[src/design/tbs_fifo.sv]
// ----------------------------------------------------------------------------
// tbs_fifo: small register queue
// Decouples two parts of the sampler; data is read from the head in place.
// ----------------------------------------------------------------------------
module tbs_fifo #(
  parameter int unsigned WIDTH = 8,
  parameter int unsigned DEPTH = 4
) (
  input  logic                       clk_i,
  input  logic                       rst_ni,
  input  logic                       push_i,
  input  logic [WIDTH-1:0]           wdata_i,
  input  logic                       pop_i,
  output logic [WIDTH-1:0]           rdata_o,
  output logic                       empty_o,
  output logic                       full_o,
  output logic [$clog2(DEPTH+1)-1:0] count_o
);

  localparam int unsigned PW = (DEPTH > 1) ? $clog2(DEPTH) : 1;
  localparam int unsigned CW = $clog2(DEPTH+1);

  logic [WIDTH-1:0] mem_q [DEPTH];
  logic [PW-1:0]    wptr_q, wptr_d, rptr_q, rptr_d;
  logic [CW-1:0]    count_q, count_d;

  always_comb begin
    wptr_d  = wptr_q;
    rptr_d  = rptr_q;
    count_d = count_q;
    if (push_i) begin
      wptr_d = (wptr_q == PW'(DEPTH-1)) ? '0 : wptr_q + 1'b1;
    end
    if (pop_i) begin
      rptr_d = (rptr_q == PW'(DEPTH-1)) ? '0 : rptr_q + 1'b1;
    end
    if (push_i && !pop_i) begin
      count_d = count_q + 1'b1;
    end else if (pop_i && !push_i) begin
      count_d = count_q - 1'b1;
    end
  end

  always_ff @(posedge clk_i or negedge rst_ni) begin
    if (!rst_ni) begin
      wptr_q  <= '0;
      rptr_q  <= '0;
      count_q <= '0;
    end else begin
      wptr_q  <= wptr_d;
      rptr_q  <= rptr_d;
      count_q <= count_d;
    end
  end

  always_ff @(posedge clk_i) begin
    if (push_i) begin
      mem_q[wptr_q] <= wdata_i;
    end
  end

  assign rdata_o = mem_q[rptr_q];
  assign empty_o = (count_q == '0);
  assign full_o  = (count_q == CW'(DEPTH));
  assign count_o = count_q;

endmodule

[config.mk]
export PLATFORM = sky130hd
export DESIGN_NAME = tbs_fifo
export DESIGN_NICKNAME = d
export VERILOG_FILES = /design/src/design/tbs_fifo.sv
export SDC_FILE = /design/constraint.sdc
export NUM_CORES = 1
export LEC_CHECK = 0
export ABC_AREA = 1
export BUFFER_PORTS_ARGS = -buffer_cell sky130_fd_sc_hd__buf_4
export CAP_MARGIN = 10
export CORE_MARGIN = 2
export CORE_UTILIZATION = 25
export CTS_CLUSTER_DIAMETER = 120
export DETAILED_ROUTE_END_ITERATION = 8
export PLACE_DENSITY_LB_ADDON = 0.3
export SYNTH_ARGS = -nofsm -noshare
export SYNTH_HDL_FRONTEND = slang
export SYNTH_SLANG_ARGS = --single-unit
[constraint.sdc]
create_clock -name clk_i -period 3.93 [get_ports clk_i]
set_clock_uncertainty 0.2 [all_clocks]
set_input_delay 0.786 -clock clk_i [delete_from_list [all_inputs] [get_ports clk_i]]
set_output_delay 0.786 -clock clk_i [all_outputs]
set_load 0.02 [all_outputs]
==> results.cfg, run 1 <==
[cells_and_area]
nets = 190
antenna_cells = 0
area_growth_pct = 19.3
seqCellArea_sq_um = 1140
final_common_cell = nand2_1
drive_gt1_frac = 0.198
layout_common_cells = nand2_1, edfxtp_1, inv_1
layoutNonFillerInstCount = 252
nFillCells = 708
multiInputGateArea_sq_um = 417

[setup_path]
critPathMaxFanout = 33
endpoint_kind = output port
r2r_slack_ns = 2.40
rr_worst_depth = 4
path_delay_family = buffers and inverters
path_buf_inv = 2
path_class = reg -> out
crit_cells = 5
cp.required_ns = 2.94
arrival_ns = 1.55
max_stage_delay_ns = 0.41
cpMostUsedCell = nand2_1
critPathSlowestCell = dfrtp_1
cp-start-kind = flip-flop
crit_path_cell_trace = inv_2, nand2_1, o211ai_1, nand2_1, buf_4

[sta]
relSlewSlack = 0.656
worst_pin_slew_ns = 0.515
hold_violations = 0
whs_ns = 0.0970
max_freq_ghz = 0.395
setup_violations = 0
rsz0062_at_grt = no
maxSlewViolCount = 0
fin_crit_ns = 2.53
fin_tns_setup_ns = 0
fin_crit_sh = 0.644

[routing]
routed_wl_mm = 2.88
num_vias = 999
ant_nets = 0
drcViolationCount = 0
dr.pass1.iters = 4
drtIter0Drc = 30
wire_per_inst_um = 11.4
routed_via_density = 3.96

[floorplanning]
start_util = 0.255
design.die.area_sq_um = 7490
die_w_um = 86.5
core_sq_um = 6680
rows = 30
top_level_ports = 25
die_h_um = 86.5

[synthesis]
ys_seq_area_frac = 0.667
syn_area_sq_um = 1700
ys_seq_elements = 39
yosys_warnings = 0
synthCells = 144
syn_area_per_cell_sq_um = 11.8
synthDistinctLibCells = 17
syn_nets = 163

[place]
dp_cells = 244
gp_congestion = 0.719
port_buffers = 24
dp_hpwl_mm = 1.91

[clock_network]
cts_hold_buf = 0
cts_resized = 0
clk_pin_slew_ns = 0.07
numClockSinks = 39
cts-root-buf = clkbuf_8
cts_setup_buffers = 0
cts_buffer_depth = 2
cts_inserted_buffers = 5
cts_max_level = 2
clk_latency_ns = 0.28
cts_tree = built

[run_status]
outcome = finished clean

[power_and_ir_drop]
p_per_area_nw_per_um2 = 698
leakage_nw = 0.888
peakVddDrop_mv = 0.142

[global_route]
grt_max_degree = 34
gr-usage-all-layers = 0.0843
grt_pass1_wl_mm = 4.60
antenna_found_initial = 0
grt.overflow.total = 0
grt_pass1_vias = 952

[run]
cap_violations = 0

[min_path]
hold_class = in -> async
[state kept, by name, summed over array words and instances, names as in the netlist]
register / cells
mem_q: 32
count_o: 3
rptr_q: 2
wptr_q: 2
[worst register-to-register path, cell delays in order, from the launching register on]
cell     delay [ns]
dfrtp_1        0.43
inv_1          0.10
ha_1           0.14
nand2_1        0.04
inv_1          0.29
[power breakdown]
| group | leakage, nW | switching [mW] | internal (mW) | total, mW |
|---|---|---|---|---|
| Clock | 0.0402 | 0.140 | 0.123 | 0.263 |
| Combinational | 0.470 | 0.330 | 0.207 | 0.537 |
| Sequential | 0.378 | 0.0690 | 0.549 | 0.618 |
| Total | 0.888 | 0.539 | 0.879 | 1.42 |
[cell families after synthesis]
group,Yosys count,share of synthesized area
AND/OR/NAND/NOR,43,0.0985
flip-flops,39,0.667
buffers and inverters,33,0.0882
AO/OA/AOI/OAI,21,0.0852
adder cells (fa/ha/maj),7,0.0558
XOR/XNOR,1,0.00514
[area by class of cell]
| class | count | share of cell area |
|---|---|---|
| Sequential cell | 39 | 0.559 |
| Multi-Input combinational cell | 72 | 0.205 |
| Timing Repair Buffer | 24 | 0.0887 |
| Inverter | 29 | 0.0536 |
| Tap cell | 80 | 0.0493 |
| Clock buffer | 5 | 0.0339 |
| Clock inverter | 3 | 0.00986 |
[stage by stage]
stage | total power, mW | instance area (sq um) | utilization | setup WS (ns)
2_1_floorplan | 0.989 | 1700 | - | 1.91
3_3_place_gp | 1.17 | 1940 | 0.291 | 1.73
3_5_place_dp | 1.18 | 1940 | 0.291 | 1.70
4_1_cts | 1.44 | 2030 | 0.304 | 1.37
5_1_grt | 1.52 | 2030 | 0.304 | 1.21
6_report | 1.42 | 2030 | 0.304 | 1.40
[synthesized netlist by cell type (all sizes together)]
| cell type | count | area [sq um] |
|---|---|---|
| a21oi | 1 | 5.00 |
| buf | 4 | 41.3 |
| dfrtp | 7 | 175 |
| edfxtp | 32 | 961 |
| fa | 1 | 20.0 |
| ha | 6 | 75.1 |
| inv | 29 | 109 |
| nand2 | 38 | 143 |
| nand3 | 1 | 5.00 |
| nand4 | 1 | 6.26 |
| nor2 | 1 | 3.75 |
| nor3 | 2 | 10.0 |
| o211ai | 16 | 120 |
| o21ai | 4 | 20.0 |
| xnor2 | 1 | 8.76 |
[worst paths after layout]
| check | startpoint | endpoint |
|---|---|---|
| min reg2reg | wptr_q[0] | wptr_q[0] |
| max | rptr_q[0] | rdata_o[5] |
| min in group clk_i | wptr_q[0] | wptr_q[0] |
| max in group asynchronous | rst_ni | count_o[2] |
| min | rst_ni | count_o[0] |
| max reg2reg | wptr_q[0] | mem_q[2][6] |
[metal layers]
metal | vias up | share of wire | track usage
met4 | 0 | 0.026 | 0.0469
met1 | 444 | 0.45 | 0.0967
met5 | - | 0 | 0
met3 | 6 | 0.037 | 0.0267
met2 | 16 | 0.49 | 0.139
li1 | 533 | - | -
Note: power is estimated with default switching activity, not from simulation.
==> inputs of run 2 (changes only) <==
==> constraint.sdc (replaced) <==
create_clock -name clk_i -period 2.6 [get_ports clk_i]
set_clock_uncertainty 0.2 [all_clocks]
set_input_delay 0.52 -clock clk_i [delete_from_list [all_inputs] [get_ports clk_i]]
set_output_delay 0.52 -clock clk_i [all_outputs]
set_load 0.02 [all_outputs]
==> results.cfg, run 2 (synthesis gave the netlist of run 1 again) <==
[cells_and_area]
layout_common_cells = nand2_1, edfxtp_1, inv_1
seqCellArea_sq_um = 1140
utilization = 0.309
final_common_cell = nand2_1
regMostFlops = mem_q
largest_reg_flops = 32
nFillCells = 683
nets = 192
antenna_cells = 0
area_growth_pct = 21.4
layoutNonFillerInstCount = 254
multiInputGateArea_sq_um = 417
drive_gt1_frac = 0.195

[clock_network]
cts_tree = built
cts-root-buf = clkbuf_8
numClockSinks = 39
clk_latency_ns = 0.28
cts_resized = 0
clk_pin_slew_ns = 0.07
cts_inserted_buffers = 5
cts_setup_buffers = 0
cts_max_level = 2
cts_buffer_depth = 2

[routing]
ant_nets = 0
num_vias = 1015
routed_via_density = 4.00
dr.pass1.iters = 3
drtIter0Drc = 28
drcViolationCount = 0
routed_wl_mm = 3.07
wire_per_inst_um = 12.1

[sta]
setup_violations = 0
hold_violations = 0
rsz0062_at_grt = no
fin_crit_ns = 2.26
worst_pin_slew_ns = 0.499
relSlewSlack = 0.667
fin_tns_setup_ns = 0
maxSlewViolCount = 0
fin_crit_sh = 0.869
max_freq_ghz = 0.442

[place]
dp_cells = 245
dp_hpwl_mm = 2.07
gp_congestion = 0.710
port_buffers = 24

[floorplanning]
core_sq_um = 6680
die_w_um = 86.5
start_util = 0.255
design.die.area_sq_um = 7490
top_level_ports = 25
die_h_um = 86.5
rows = 30

[power_and_ir_drop]
p_sw_mw = 0.815
internal_power_mw = 1.44
peakVddDrop_mv = 0.293
leakage_nw = 0.912
pwr-share-comb = 0.377
seq_power_share = 0.409
p_clk_frac = 0.214
p_per_area_nw_per_um2 = 1090
swShare = 0.361

[global_route]
antenna_found_initial = 0
grt.overflow.total = 0
grt_max_degree = 34
gr-usage-all-layers = 0.0878
grt_pass1_wl_mm = 4.75
grt_pass1_vias = 947

[setup_path]
max_stage_delay_ns = 0.41
arrival_ns = 1.54
path_class = reg -> out
crit_path_cell_trace = inv_2, nand2_1, o211ai_1, nand2_1, buf_4
endpoint_kind = output port
path_buf_inv = 2
cp-start-kind = flip-flop
cpMostUsedCell = nand2_1
critPathMaxFanout = 33
critPathSlowestCell = dfrtp_1
cp.required_ns = 1.88
path_delay_family = buffers and inverters

[run_status]
outcome = finished clean

[min_path]
hold_class = in -> reg

[run]
cap_violations = 0
==> run 2: cell types whose count changed in the layout (fill, tap and decap cells not counted), sizes merged <==
cell	change
clkinvlp	-2
buf	+1
bufinv	+1
clkinv	+1
dlygate4sd3	+1
==> run 2: layout make-up <==
class / count / area share
repair buffers: 26 / 0.0956
well taps: 80 / 0.0484
multi-input cells: 72 / 0.202
inverters: 29 / 0.0527
flip-flops and latches: 39 / 0.550
clock inverters: 3 / 0.0188
clock buffers: 5 / 0.0333
==> run 2: what timing repair did <==
item | CTS | global route
endpoints found under the hold margin | 7 | 0
hold buffers | 1 | 0
setup endpoints to repair | 0 | 0
==> run 2: metal layers <==
metal,GRT usage,wire [um],up-vias
li1,-,-,536
met2,0.152,1590,16
met4,0.0469,74,0
met1,0.0971,1320,457
met5,0,0,-
met3,0.0257,95,6
==> run 2: worst paths after layout <==
path,start,to,slack [ns],cells past startpoint
hold / removal,wdata_i[4],mem_q[3][4],0.23,1
min in group asynchronous,rst_ni,wptr_q[0],0.39,2
hold reg to reg,wptr_q[0],wptr_q[0],0.32,1
setup / recovery,rptr_q[0],rdata_o[4],0.34,5
setup reg to reg,wptr_q[0],mem_q[0][6],1.05,4
max in group asynchronous,rst_ni,rptr_q[1],1.69,2
==> run 2: power groups by stage <==
stage | clock [mW] | sequential, mW | combinational, mW
2_1_floorplan | 0 | 0.935 | 0.559
3_3_place_gp | 0 | 0.935 | 0.847
3_5_place_dp | 0 | 0.939 | 0.865
4_1_cts | 0.500 | 0.928 | 0.873
5_1_grt | 0.526 | 0.946 | 0.943
6_report | 0.482 | 0.922 | 0.850
==> run 2: worst reg2reg max path, delay by kind of cell, from the launching register on <==
| family | cells | cell delay, ns |
|---|---|---|
| buffers and inverters | 2 | 0.40 |
| AND/OR/NAND/NOR | 1 | 0.05 |
| adder cells (fa/ha/maj) | 1 | 0.15 |
| flip-flops | 1 | 0.42 |
==> run 2: per-stage QoR <==
step	hold WS [ns]	total power, mW	setup WS, ns	area, sq um
final	0.232	2.25	0.340	2070
after global routing	0.219	2.42	0.166	2070
after CTS	0.225	2.30	0.311	2070
after detailed placement	0.143	1.80	0.635	1950
after global placement	0.143	1.78	0.668	1950
after floorplan	0.0244	1.49	0.844	1700
