<file path="src/design/tbs_pkg.sv">
// ----------------------------------------------------------------------------
// tbs_pkg: shared types and constants of the texture sampler
// Holds the queue entry between the front and back parts and fixed widths.
// ----------------------------------------------------------------------------
package tbs_pkg;

  localparam int unsigned IDX_W    = 12;
  localparam int unsigned SIZE_W   = 13;
  localparam int unsigned CFG_W    = 9;
  localparam int unsigned Q_DEPTH  = 4;
  localparam int unsigned OUT_DEPTH = 16;

  typedef enum logic {
    CFG_TEX_WIDTH  = 1'b0,
    CFG_TEX_HEIGHT = 1'b1
  } cfg_index_e;

  typedef enum logic {
    FUNC_WRITE  = 1'b0,
    FUNC_SAMPLE = 1'b1
  } func_e;

  typedef struct packed {
    logic              is_sample;
    logic [7:0]        texel_x;
    logic [7:0]        texel_y;
    logic [23:0]       texel_rgb;
    logic [IDX_W-1:0]  iu;
    logic [IDX_W-1:0]  iv;
    logic [15:0]       tu;
    logic [15:0]       tv;
    logic [47:0]       shade;
  } entry_t;

  typedef struct packed {
    logic [15:0] red;
    logic [15:0] green;
    logic [15:0] blue;
  } result_t;

endpackage

</file>
<file path="src/design/tbs_front.sv">
// ----------------------------------------------------------------------------
// tbs_front: input stage of the texture sampler
// Accepts transactions, clamps the texture size and forms texel indices and
// blend weights for samples before handing entries to the queue.
// ----------------------------------------------------------------------------
module tbs_front
  import tbs_pkg::*;
#(
  parameter int unsigned MAX_WIDTH  = 256,
  parameter int unsigned MAX_HEIGHT = 256
) (
  input  logic             clk_i,
  input  logic             rst_ni,
  input  logic             in_valid_i,
  output logic             in_stall_o,
  input  logic             func_i,
  input  logic [7:0]       texel_x_i,
  input  logic [7:0]       texel_y_i,
  input  logic [7:0]       texel_red_i,
  input  logic [7:0]       texel_green_i,
  input  logic [7:0]       texel_blue_i,
  input  logic [23:0]      u_coord_i,
  input  logic [23:0]      v_coord_i,
  input  logic [15:0]      shade_red_i,
  input  logic [15:0]      shade_green_i,
  input  logic [15:0]      shade_blue_i,
  input  logic [CFG_W-1:0] tex_width_i,
  input  logic [CFG_W-1:0] tex_height_i,
  input  logic             q_full_i,
  output logic             push_o,
  output entry_t           entry_o
);

  logic              valid_q, valid_d;
  entry_t            entry_q;
  logic              accept;
  logic [SIZE_W-1:0] w_ext, h_ext, w_cl, h_cl, w_m3, h_m3;
  logic [28:0]       su, sv;

  assign in_stall_o = valid_q && q_full_i;
  assign accept     = in_valid_i && !in_stall_o;
  assign push_o     = valid_q && !q_full_i;

  always_comb begin
    w_ext = SIZE_W'(tex_width_i);
    h_ext = SIZE_W'(tex_height_i);
    if (w_ext < SIZE_W'(3)) begin
      w_cl = SIZE_W'(3);
    end else if (w_ext > SIZE_W'(MAX_WIDTH)) begin
      w_cl = SIZE_W'(MAX_WIDTH);
    end else begin
      w_cl = w_ext;
    end
    if (h_ext < SIZE_W'(3)) begin
      h_cl = SIZE_W'(3);
    end else if (h_ext > SIZE_W'(MAX_HEIGHT)) begin
      h_cl = SIZE_W'(MAX_HEIGHT);
    end else begin
      h_cl = h_ext;
    end
    w_m3 = w_cl - SIZE_W'(3);
    h_m3 = h_cl - SIZE_W'(3);
    su   = 29'(u_coord_i[15:0]) * 29'(w_m3);
    sv   = 29'(v_coord_i[15:0]) * 29'(h_m3);
  end

  always_comb begin
    valid_d = valid_q;
    if (accept) begin
      valid_d = 1'b1;
    end else if (push_o) begin
      valid_d = 1'b0;
    end
  end

  always_ff @(posedge clk_i or negedge rst_ni) begin
    if (!rst_ni) begin
      valid_q <= 1'b0;
    end else begin
      valid_q <= valid_d;
    end
  end

  always_ff @(posedge clk_i) begin
    if (accept) begin
      entry_q.is_sample <= (func_i == FUNC_SAMPLE);
      entry_q.texel_x   <= texel_x_i;
      entry_q.texel_y   <= texel_y_i;
      entry_q.texel_rgb <= {texel_red_i, texel_green_i, texel_blue_i};
      entry_q.iu        <= IDX_W'(su[28:16]);
      entry_q.iv        <= IDX_W'(sv[28:16]);
      entry_q.tu        <= su[15:0];
      entry_q.tv        <= sv[15:0];
      entry_q.shade     <= {shade_red_i, shade_green_i, shade_blue_i};
    end
  end

  assign entry_o = entry_q;

endmodule

</file>
<file path="config.mk">
export PLATFORM = sky130hd
export DESIGN_NAME = tbs_front
export DESIGN_NICKNAME = d
export VERILOG_FILES = /design/src/design/tbs_pkg.sv /design/src/design/tbs_front.sv
export SDC_FILE = /design/constraint.sdc
export NUM_CORES = 1
export LEC_CHECK = 0
export ABC_AREA = 1
export ABC_CLOCK_PERIOD_IN_PS = 9800
export BUFFER_PORTS_ARGS = -buffer_cell sky130_fd_sc_hd__buf_2
export CORE_MARGIN = 3
export CORE_UTILIZATION = 41
export DETAILED_ROUTE_END_ITERATION = 16
export PLACE_DENSITY_LB_ADDON = 0.15
export RECOVER_POWER = 25
export SYNTH_ARGS = -nofsm -noshare
export SYNTH_HDL_FRONTEND = slang
export SYNTH_SLANG_ARGS = --single-unit
</file>
<file path="constraint.sdc">
create_clock -name clk_i -period 9.8 [get_ports clk_i]
set_input_delay 1.96 -clock clk_i [delete_from_list [all_inputs] [get_ports clk_i]]
set_output_delay 1.96 -clock clk_i [all_outputs]
set_load 0.01 [all_outputs]
</file>
==> results.md, run 1 <==
- Outcome: completed
- DR WL/cell: 16.3 um
- Pre-Repair DR Iteration Count: 6
- Clock Path Buffers: 2
- Reg2reg end: entry_o[113]
- Min-delay src: valid_q
- Nets@finish: between 2,000 and 3,000
- # port buffers: a little under 300
- WHS Path Cells: 2
- EDFF count, synth: 145
- FF-to-FF Start: valid_q
- HPWL Detailed: approximately 42 mm
- Chip width: 218 um
- I/O pin count: 306
- Cells on worst reg2reg path: 4
- Detailed Route Iter0 Violations: approximately 1,100
- Largest net degree at the start of global routing: 74
- Startpoint Class: input port
- Setup TNS: 0 ns
- Slew Viols, Final: 0
- Skew final: around 0.010 ns
- Period minus WS final: approximately 8.7 ns
- Post-Syn Instances: 2,038
- Initial core utilization: 0.416
- Flop2flop setup slack: a little over 7 ns
- Worst-skew pair later-pin latency: between 0.4 and 0.5 ns
- Post-synthesis cell type count: 40
- ANT cells: 0
- Total setup buffers inserted after CTS: 0
- Tcrit/Tclk final: 0.884
- Worst Max-Slew Pin Slew: 1.21 ns
- Mapped Area: between 0.015 and 0.02 mm^2
- Clk sink count: between 100 and 150
- Fmax: around 0.12 GHz
- Rows: 77
- TritonCTS buffer count: 17
- Worst EP arrival: 8.84 ns
- TritonCTS clock tree: yes
- Core Region: roughly 0.044 mm^2
- Area growth, synth to finish: 15.5%
- Share of layout cells above drive strength 1: 0.144
- Htree depth: 4
- Worst path slowest cell: clkbuf_1
- Critical path's largest stage delay: 0.77 ns
- Critical path launch point: tex_height_i[8]
- Hold_buf cts: 0
- Routed wire length: about 50 mm
- Most used cell, CP: nand2_1
- DRC Markers: 0
- Worst hold margin: approximately 0.5 ns
- Asr flop ratio synth: 0.00685
- DIE AREA: roughly 0.048 mm^2
- Grt ovf: 0
- Critical path's top delay family: adder cells
- Vias in the first global route: between 10,000 and 15,000
- Initial antenna violation count: 1
- Normalized max-slew margin: 0.187
- Vias: between 10,000 and 15,000
- Worst min path class: register to register
- First-pass GRT wire length: ~80 mm
- Hold Fails Final Rpt: 0
- Max cap viols: 0
- Routed vias/inst: 4.86
- Synth Flop Type: edfxtp_1
- CTS root buffer: clkbuf_16
- WP depth: 31
- Antenna Violating Nets Remaining: 0
- Ys Warns: 0
- Crit end category: register
- Placer Congestion: between 0.9 and 1
- Synthesized flop and latch total: around 150
- Util after Layout: 0.480
- CP Buf/Inv Count: 10
- Sequential cell area fraction in the yosys report: 0.238
- Reg clk slew, reported paths: roughly 0.070 ns
- GR Util All Layers: 0.210
- Crit path to: entry_o[91]
- WP data required: ~10 ns
- Syn avg cell area: roughly 9.0 um^2
- CP Max Fanout: 17
- Resize count post-CTS: 0
- Final setup fails: 0
- RSZ-0062 raised after global routing: false
- Setup CP Type: input port to register
- Die Y: ~220 um
-- Yosys cell counts (2+ instances only) --
master | n | area (um^2)
ha_1 | 144 | 1800
buf_1 | 13 | 48.8
buf_2 | 15 | 75.1
conb_1 | 2 | 7.51
buf_4 | 4 | 30.0
nor2_1 | 180 | 676
o21ai_0 | 42 | 210
nor2_2 | 9 | 56.3
a21o_1 | 9 | 67.6
fa_1 | 306 | 6130
o21ai_2 | 2 | 17.5
xor2_1 | 30 | 263
o21ai_1 | 5 | 25.0
nor3_1 | 8 | 40.0
or2_2 | 2 | 12.5
inv_2 | 6 | 22.5
a21oi_1 | 58 | 290
nand2_2 | 2 | 12.5
nand4_1 | 22 | 138
inv_1 | 519 | 1950
nand3_1 | 126 | 631
edfxtp_1 | 145 | 4350
buf_6 | 3 | 33.8
xnor2_1 | 6 | 52.6
clkbuf_1 | 13 | 48.8
nand2_1 | 353 | 1330
-- layout make-up --
type | instances | area (um^2)
timing repair buffer | 296 | 1490
multi-input combinational | 1379 | 12100
tap | 592 | 741
fill | 4399 | 23000
sequential | 146 | 4380
clock inverter | 15 | 214
clock buffer | 17 | 425
inverter | 527 | 1980
-- worst min-delay path by stage --
stage                     endpoint  slack (ns)
after floorplan            valid_q        0.46
after global placement     valid_q        0.47
after detailed placement   valid_q        0.49
after CTS                  valid_q        0.51
after global routing       valid_q        0.55
final                      valid_q        0.50
-- state kept, by name, summed over array words and instances, names as in the netlist --
| signal | count |
|---|---|
| entry_o | 145 |
| valid_q | 1 |
-- placed cells by master, fill, tap and decap left out, types with 3 or more instances in the layout --
cell type  Yosys  layout
inv_1        519     519
nand2_1      353     353
fa_1         306     306
buf_2         15     282
nor2_1       180     180
edfxtp_1     145     145
ha_1         144     144
nand3_1      126     126
conb_1         2      64
a21oi_1       58      58
o21ai_0       42      42
xor2_1        30      30
nand4_1       22      22
clkbuf_16      0      17
nor2_2         9       9
a21o_1         9       9
nor3_1         8       8
clkbuf_1      13       8
inv_2          6       6
xnor2_1        6       6
buf_4          4       6
o21ai_1        5       5
inv_6          0       5
bufinv_16      0       3
-- logic make-up after synthesis --
family,share of synthesized area
AO/OA/AOI/OAI,0.0356
XOR/XNOR,0.0171
flip-flops,0.238
buffers and inverters,0.120
other,0.000407
adder cells (fa/ha/maj),0.430
AND/OR/NAND/NOR,0.159
-- worst min-delay path, delay by kind of cell (launching register included) --
family           cells  cell delay [ns]
flip-flops           1             0.35
AND/OR/NAND/NOR      2             0.12
-- through the flow --
step / cells / area, um^2 / setup WS, ns
after detailed placement: 2940 / 20700 / 1.03
final: 2972 / 21300 / 1.14
after global placement: 2940 / 20700 / 1.09
after CTS: 2972 / 21300 / 1.48
after global routing: 2972 / 21300 / 0.627
after floorplan: 2100 / 18700 / 1.02
-- per-layer routing --
metal | routed length (um) | global-route usage
met5 | 13 | 0
met4 | 692 | 0.0394
met3 | 3870 | 0.0347
met2 | 22800 | 0.353
met1 | 21100 | 0.289
Power of run 1 is not shown: default switching activity piles up to over one toggle a cycle in this logic, so the estimate is an artifact.
==> run 2, diff against run 1 <==
Settings changed: CORE_ASPECT_RATIO set to 2, CORE_UTILIZATION 41 to 35.
==> run 2 against run 1 <==
Maximum frequency is 0.56% lower. Setup slack got worse by 0.049 ns. Via count rose by 1.2%. Global-route usage up 0.52 points. Die area increased by 17%. Sequential share of layout area is 0.095 points lower. Worst hold slack lost 0.00098 ns. Register-to-register slack gained 0.83 ns. Critical path type unchanged.
==> results.md, run 2 (synthesis gave the netlist of run 1 again) <==
- Outcome: completed (unchanged)
- CTS root buffer: clkbuf_16 (unchanged)
- Hold Fails Final Rpt: 0 (unchanged)
- CP Max Fanout: 16 (was 17)
- Pre-Repair DR Iteration Count: 5 (was 6)
- Critical path's largest stage delay: 0.66 ns (was 0.77 ns)
- Htree depth: 4 (unchanged)
- Rows: 118 (was 77)
- First-pass GRT wire length: 89.2 mm (was 78.4 mm)
- DIE AREA: 0.0556 mm^2 (was 0.0475 mm^2)
- Worst-skew pair later-pin latency: 0.43 ns (was 0.42 ns)
- Critical path launch point: tex_width_i[8] (was tex_height_i[8])
- Tcrit/Tclk final: 0.889 (was 0.884)
- Startpoint Class: input port (unchanged)
- Most frequent cells in the layout: inv_1 (519), nand2_1 (353), fa_1 (306) (unchanged)
- Worst path slowest cell: clkbuf_1 (unchanged)
- Area growth, synth to finish: 16.1% (was 15.5%)
- Total setup buffers inserted after CTS: 0 (unchanged)
- GR Util All Layers: 0.215 (was 0.210)
- Slew Viols, Final: 0 (unchanged)
- Placer Congestion: 0.974 (was 0.923)
- Setup TNS: 0 ns (unchanged)
- DRC Markers: 0 (unchanged)
- HPWL Detailed: 51.5 mm (was 41.9 mm)
- Worst min path class: register to register (unchanged)
- Crit end category: register (unchanged)
- TritonCTS clock tree: yes (unchanged)
- Crit path to: entry_o[97] (was entry_o[91])
- Chip width: 168 um (was 218 um)
- WP data required: 10.01 ns (was 9.98 ns)
- Setup CP Type: input port to register (unchanged)
- Period minus WS final: 8.71 ns (was 8.66 ns)
- Largest register FFs: 145 (unchanged)
- Dpl ws: 1.05 ns (was 1.03 ns)
- Vias: 14,600 (was 14,400)
- Initial antenna violation count: 2 (was 1)
- Cells on worst reg2reg path: 4 (unchanged)
- Initial core utilization: 0.355 (was 0.416)
- Reg2reg end: entry_o[98] (was entry_o[113])
- Hold_buf cts: 0 (unchanged)
- Most used cell, CP: nand2_1 (unchanged)
- Final setup fails: 0 (unchanged)
- Largest net degree at the start of global routing: 78 (was 74)
- RSZ-0062 raised after global routing: false (unchanged)
- Setup ws final: 1.09 ns (was 1.14 ns)
- TritonCTS buffer count: 17 (unchanged)
- Share of layout cells above drive strength 1: 0.142 (was 0.144)
- Clock Path Buffers: 2 (unchanged)
- Fill cells: 5,308 (was 4,399)
- Routed wire length: 58.8 mm (was 48.5 mm)
- Routed vias/inst: 4.80 (was 4.86)
- Die Y: 331 um (was 218 um)
- Antenna Violating Nets Remaining: 0 (unchanged)
- Fmax: 0.115 GHz (about the same)
- Skew final: 0.0153 ns (was 0.0105 ns)
- Resize count post-CTS: 0 (unchanged)
- Flop2flop setup slack: 7.92 ns (was 7.09 ns)
- Nets@finish: 2,981 (was 2,976)
- Reg clk slew, reported paths: 0.09 ns (was 0.07 ns)
- Worst Max-Slew Pin Slew: 1.06 ns (was 1.21 ns)
- I/O pin count: 306 (unchanged)
- Worst hold margin: 0.502 ns (was 0.503 ns)
- Worst EP arrival: 8.92 ns (was 8.84 ns)
- Max cap viols: 0 (unchanged)
- Detailed Route Iter0 Violations: 571 (was 1,058)
- Commonest non-fill, non-tap cell in the layout: inv_1 (unchanged)
- # port buffers: 289 (unchanged)
- Grt ovf: 0 (unchanged)
- Clk sink count: 146 (unchanged)
- Vias in the first global route: 16,100 (was 15,000)
- Core Region: 0.0520 mm^2 (was 0.0443 mm^2)
- DR WL/cell: 19.3 um (was 16.3 um)
- Normalized max-slew margin: 0.291 (was 0.187)
- FF-to-FF Start: valid_q (unchanged)
==> run 2: cell types whose count changed in the layout (fill, tap and decap cells not counted), moves of 2 or more <==
cell	previous run	this run
inv_6	5	3
buf_2	282	271
buf_4	6	11
clkbuf_1	8	19
inv_8	2	6
==> run 2: through the flow <==
stage               cell area (um^2)  cells  utilization
floorplan                      18700   2100            -
global placement               20800   3013        0.400
detailed placement             20800   3013        0.400
CTS                            21400   3045        0.412
global route                   21400   3046        0.412
finish                         21400   3046        0.412
==> run 2: layer usage <==
| metal | wire length [um] | track usage | vias to the layer above |
|---|---|---|---|
| met4 | 4810 | 0.151 | 0 |
| li1 | - | - | 6789 |
| met5 | 0 | 0 | - |
| met2 | 35100 | 0.449 | 391 |
| met3 | 1840 | 0.0241 | 139 |
| met1 | 17000 | 0.178 | 7299 |
==> run 2: critical path: cells and delay by family <==
kind	cells	cell delay, ns
AO/OA/AOI/OAI	3	0.77
adder cells (fa/ha/maj)	7	3.12
buffers and inverters	9	1.54
AND/OR/NAND/NOR	13	1.52
==> run 2: how the worst min path moves through the flow <==
stage | startpoint | endpoint | slack, ns | depth (start not counted)
after floorplan | valid_q | valid_q | 0.46 | 2
after global placement | valid_q | valid_q | 0.49 | 2
after detailed placement | valid_q | valid_q | 0.49 | 2
after CTS | valid_q | valid_q | 0.51 | 2
after global routing | valid_q | valid_q | 0.55 | 2
final | valid_q | valid_q | 0.50 | 2
==> run 2: final cells by class <==
class | count | area (um^2) | share of cell area
Multi-Input combinational cell | 1379 | 12100 | 0.565
Sequential cell | 146 | 4380 | 0.205
Inverter | 527 | 1980 | 0.0925
Timing Repair Buffer | 301 | 1510 | 0.0706
Tap cell | 660 | 826 | 0.0386
Clock buffer | 17 | 425 | 0.0199
Clock inverter | 15 | 188 | 0.00877
Antenna cell | 1 | 2.50 | 0.000117
Power of run 2 is left out for the same reason.
==> run 3, diff against run 2 <==
Settings changed: BUFFER_PORTS_ARGS -buffer_cell sky130_fd_sc_hd__buf_2 to -buffer_cell sky130_fd_sc_hd__clkbuf_2, CORE_ASPECT_RATIO 2 to not set.
==> run 3 against run 2 <==
The flow now finishes with violations (capacitance limit, slew limit). Cell area down 0.15%. Highest routed layer is now met5. Wire length down 14%. Maximum frequency up 4.5%.
==> results.md, run 3 (synthesis gave the netlist of run 1 again) <==
- Outcome: complete, but fails checks (was completed)
- Failing checks: capacitance limit, slew limit
- Grt ovf: 0 (unchanged)
- DRC Markers: 0 (unchanged)
- Clock Path Buffers: 2 (unchanged)
- Die Y: 235 um (was 331 um)
- Worst path slowest cell: fa_1 (was clkbuf_1)
- Share of layout cells above drive strength 1: 0.144 (was 0.142)
- Reg2reg end: entry_o[122] (was entry_o[98])
- Pre-Repair DR Iteration Count: 5 (unchanged)
- Commonest non-fill, non-tap cell in the layout: inv_1 (unchanged)
- Initial antenna violation count: 2 (unchanged)
- HPWL Detailed: 43.8 mm (was 51.5 mm)
- Nets@finish: 2,977 (was 2,981)
- GR Util All Layers: 0.187 (was 0.215)
- DIE AREA: 0.0555 mm^2 (was 0.0556 mm^2)
- Flop2flop setup slack: 7.27 ns (was 7.92 ns)
- First-pass GRT wire length: 82.1 mm (was 89.2 mm)
- Detailed Route Iter0 Violations: 782 (was 571)
- Antenna Violating Nets Remaining: 0 (unchanged)
- Min-delay src: valid_q (unchanged)
- Resize count post-CTS: 0 (unchanged)
- Clk sink count: 146 (unchanged)
- Worst-skew pair later-pin latency: 0.42 ns (was 0.43 ns)
- Area growth, synth to finish: 15.9% (was 16.1%)
- Normalized max-slew margin: -0.324 (was 0.291)
- Final setup fails: 0 (unchanged)
- Placer Congestion: 0.888 (was 0.974)
- I/O pin count: 306 (unchanged)
- Fmax: 0.120 GHz (was 0.115 GHz)
- TritonCTS buffer count: 17 (unchanged)
- Vias: 14,300 (was 14,600)
- CTS root buffer: clkbuf_16 (unchanged)
- Worst EP arrival: 8.52 ns (was 8.92 ns)
- Most used cell, CP: nand2_1 (unchanged)
- Setup TNS: 0 ns (unchanged)
- Largest register FFs: 145 (unchanged)
- ANT cells: 0 (was 1)
- Slew Viols, Final: 38 (was 0)
- Crit end category: register (unchanged)
- WP data required: 9.98 ns (was 10.01 ns)
- Fill cells: 5,310 (was 5,308)
- Setup CP Type: input port to register (unchanged)
- Skew final: 0.0113 ns (was 0.0153 ns)
- Htree depth: 4 (unchanged)
- Routed wire length: 50.8 mm (was 58.8 mm)
- Routed vias/inst: 4.68 (was 4.80)
- Hold_buf cts: 0 (unchanged)
- RSZ-0062 raised after global routing: false (unchanged)
- TritonCTS clock tree: yes (unchanged)
- Rows: 83 (was 118)
- Cells on worst reg2reg path: 4 (unchanged)
- WHS Endpoint: valid_q (unchanged)
- Hold Fails Final Rpt: 0 (unchanged)
- Chip width: 235 um (was 168 um)
- Worst Max-Slew Pin Slew: 1.99 ns (was 1.06 ns)
- Largest net degree at the start of global routing: 56 (was 78)
- Max cap viols: 1 (was 0)
- CP Max Fanout: 16 (unchanged)
- DR WL/cell: 16.6 um (was 19.3 um)
- Vias in the first global route: 15,100 (was 16,100)
- Startpoint Class: input port (unchanged)
- Initial core utilization: 0.356 (was 0.355)
- Tcrit/Tclk final: 0.851 (was 0.889)
- Period minus WS final: 8.34 ns (was 8.71 ns)
- Reg clk slew, reported paths: 0.07 ns (was 0.09 ns)
- Most frequent cells in the layout: inv_1 (519), nand2_1 (353), fa_1 (306) (unchanged)
- FF-to-FF Start: valid_q (unchanged)
- Core Region: 0.0517 mm^2 (was 0.0520 mm^2)
- Worst min path class: register to register (unchanged)
- # port buffers: 289 (unchanged)
- Critical path's largest stage delay: 0.59 ns (was 0.66 ns)
- WHS Path Cells: 2 (unchanged)
- Total setup buffers inserted after CTS: 0 (unchanged)
run 3: cell types whose count changed in the layout (fill, tap and decap cells not counted), sizes merged:
cell / previous run / this run
diode: 1 / 0
bufinv: 2 / 0
clkbuf: 36 / 307
buf: 282 / 7
inv: 534 / 535
clkinvlp: 0 / 2
clkinv: 6 / 5
run 3: worst max-delay path by stage:
stage	startpoint	endpoint	depth (start not counted)
floorplan	q_full_i	entry_o[0]	3
global placement	tex_width_i[8]	entry_o[99]	33
detailed placement	tex_width_i[8]	entry_o[99]	33
CTS	tex_width_i[8]	entry_o[99]	33
global route	tex_width_i[6]	entry_o[97]	33
finish	tex_width_i[8]	entry_o[103]	33
run 3: cell type report:
cell class | instances | area, um^2 | area share
multi-input combinational | 1379 | 12100 | 0.565
sequential | 146 | 4380 | 0.205
inverter | 527 | 1980 | 0.0927
timing repair buffer | 297 | 1490 | 0.0699
tap | 680 | 851 | 0.0398
clock buffer | 17 | 425 | 0.0199
clock inverter | 15 | 164 | 0.00767
run 3: critical path: cells and delay by family:
kind	cells	cell delay [ns]
buffers and inverters	10	1.49
adder cells (fa/ha/maj)	7	3.18
AND/OR/NAND/NOR	16	1.86
run 3: per-stage QoR:
stage	hold WS [ns]	instance area, um^2	util	instances	setup slack (ns)
detailed placement	0.492	20800	0.402	3029	0.969
finish	0.507	21400	0.413	3061	1.46
CTS	0.507	21400	0.413	3061	1.41
global route	0.561	21400	0.413	3061	0.841
floorplan	0.459	18700	-	2100	1.02
global placement	0.485	20800	0.402	3029	1.04
run 3: per-layer routing:
metal / track usage / wire length [um] / vias up
met2: 0.320 / 24700 / 391
met4: 0.0308 / 590 / 4
met3: 0.0334 / 2920 / 40
met5: 0 / 20 / -
met1: 0.252 / 22600 / 7113
li1: - / - / 6773
Power of run 3 is left out for the same reason.
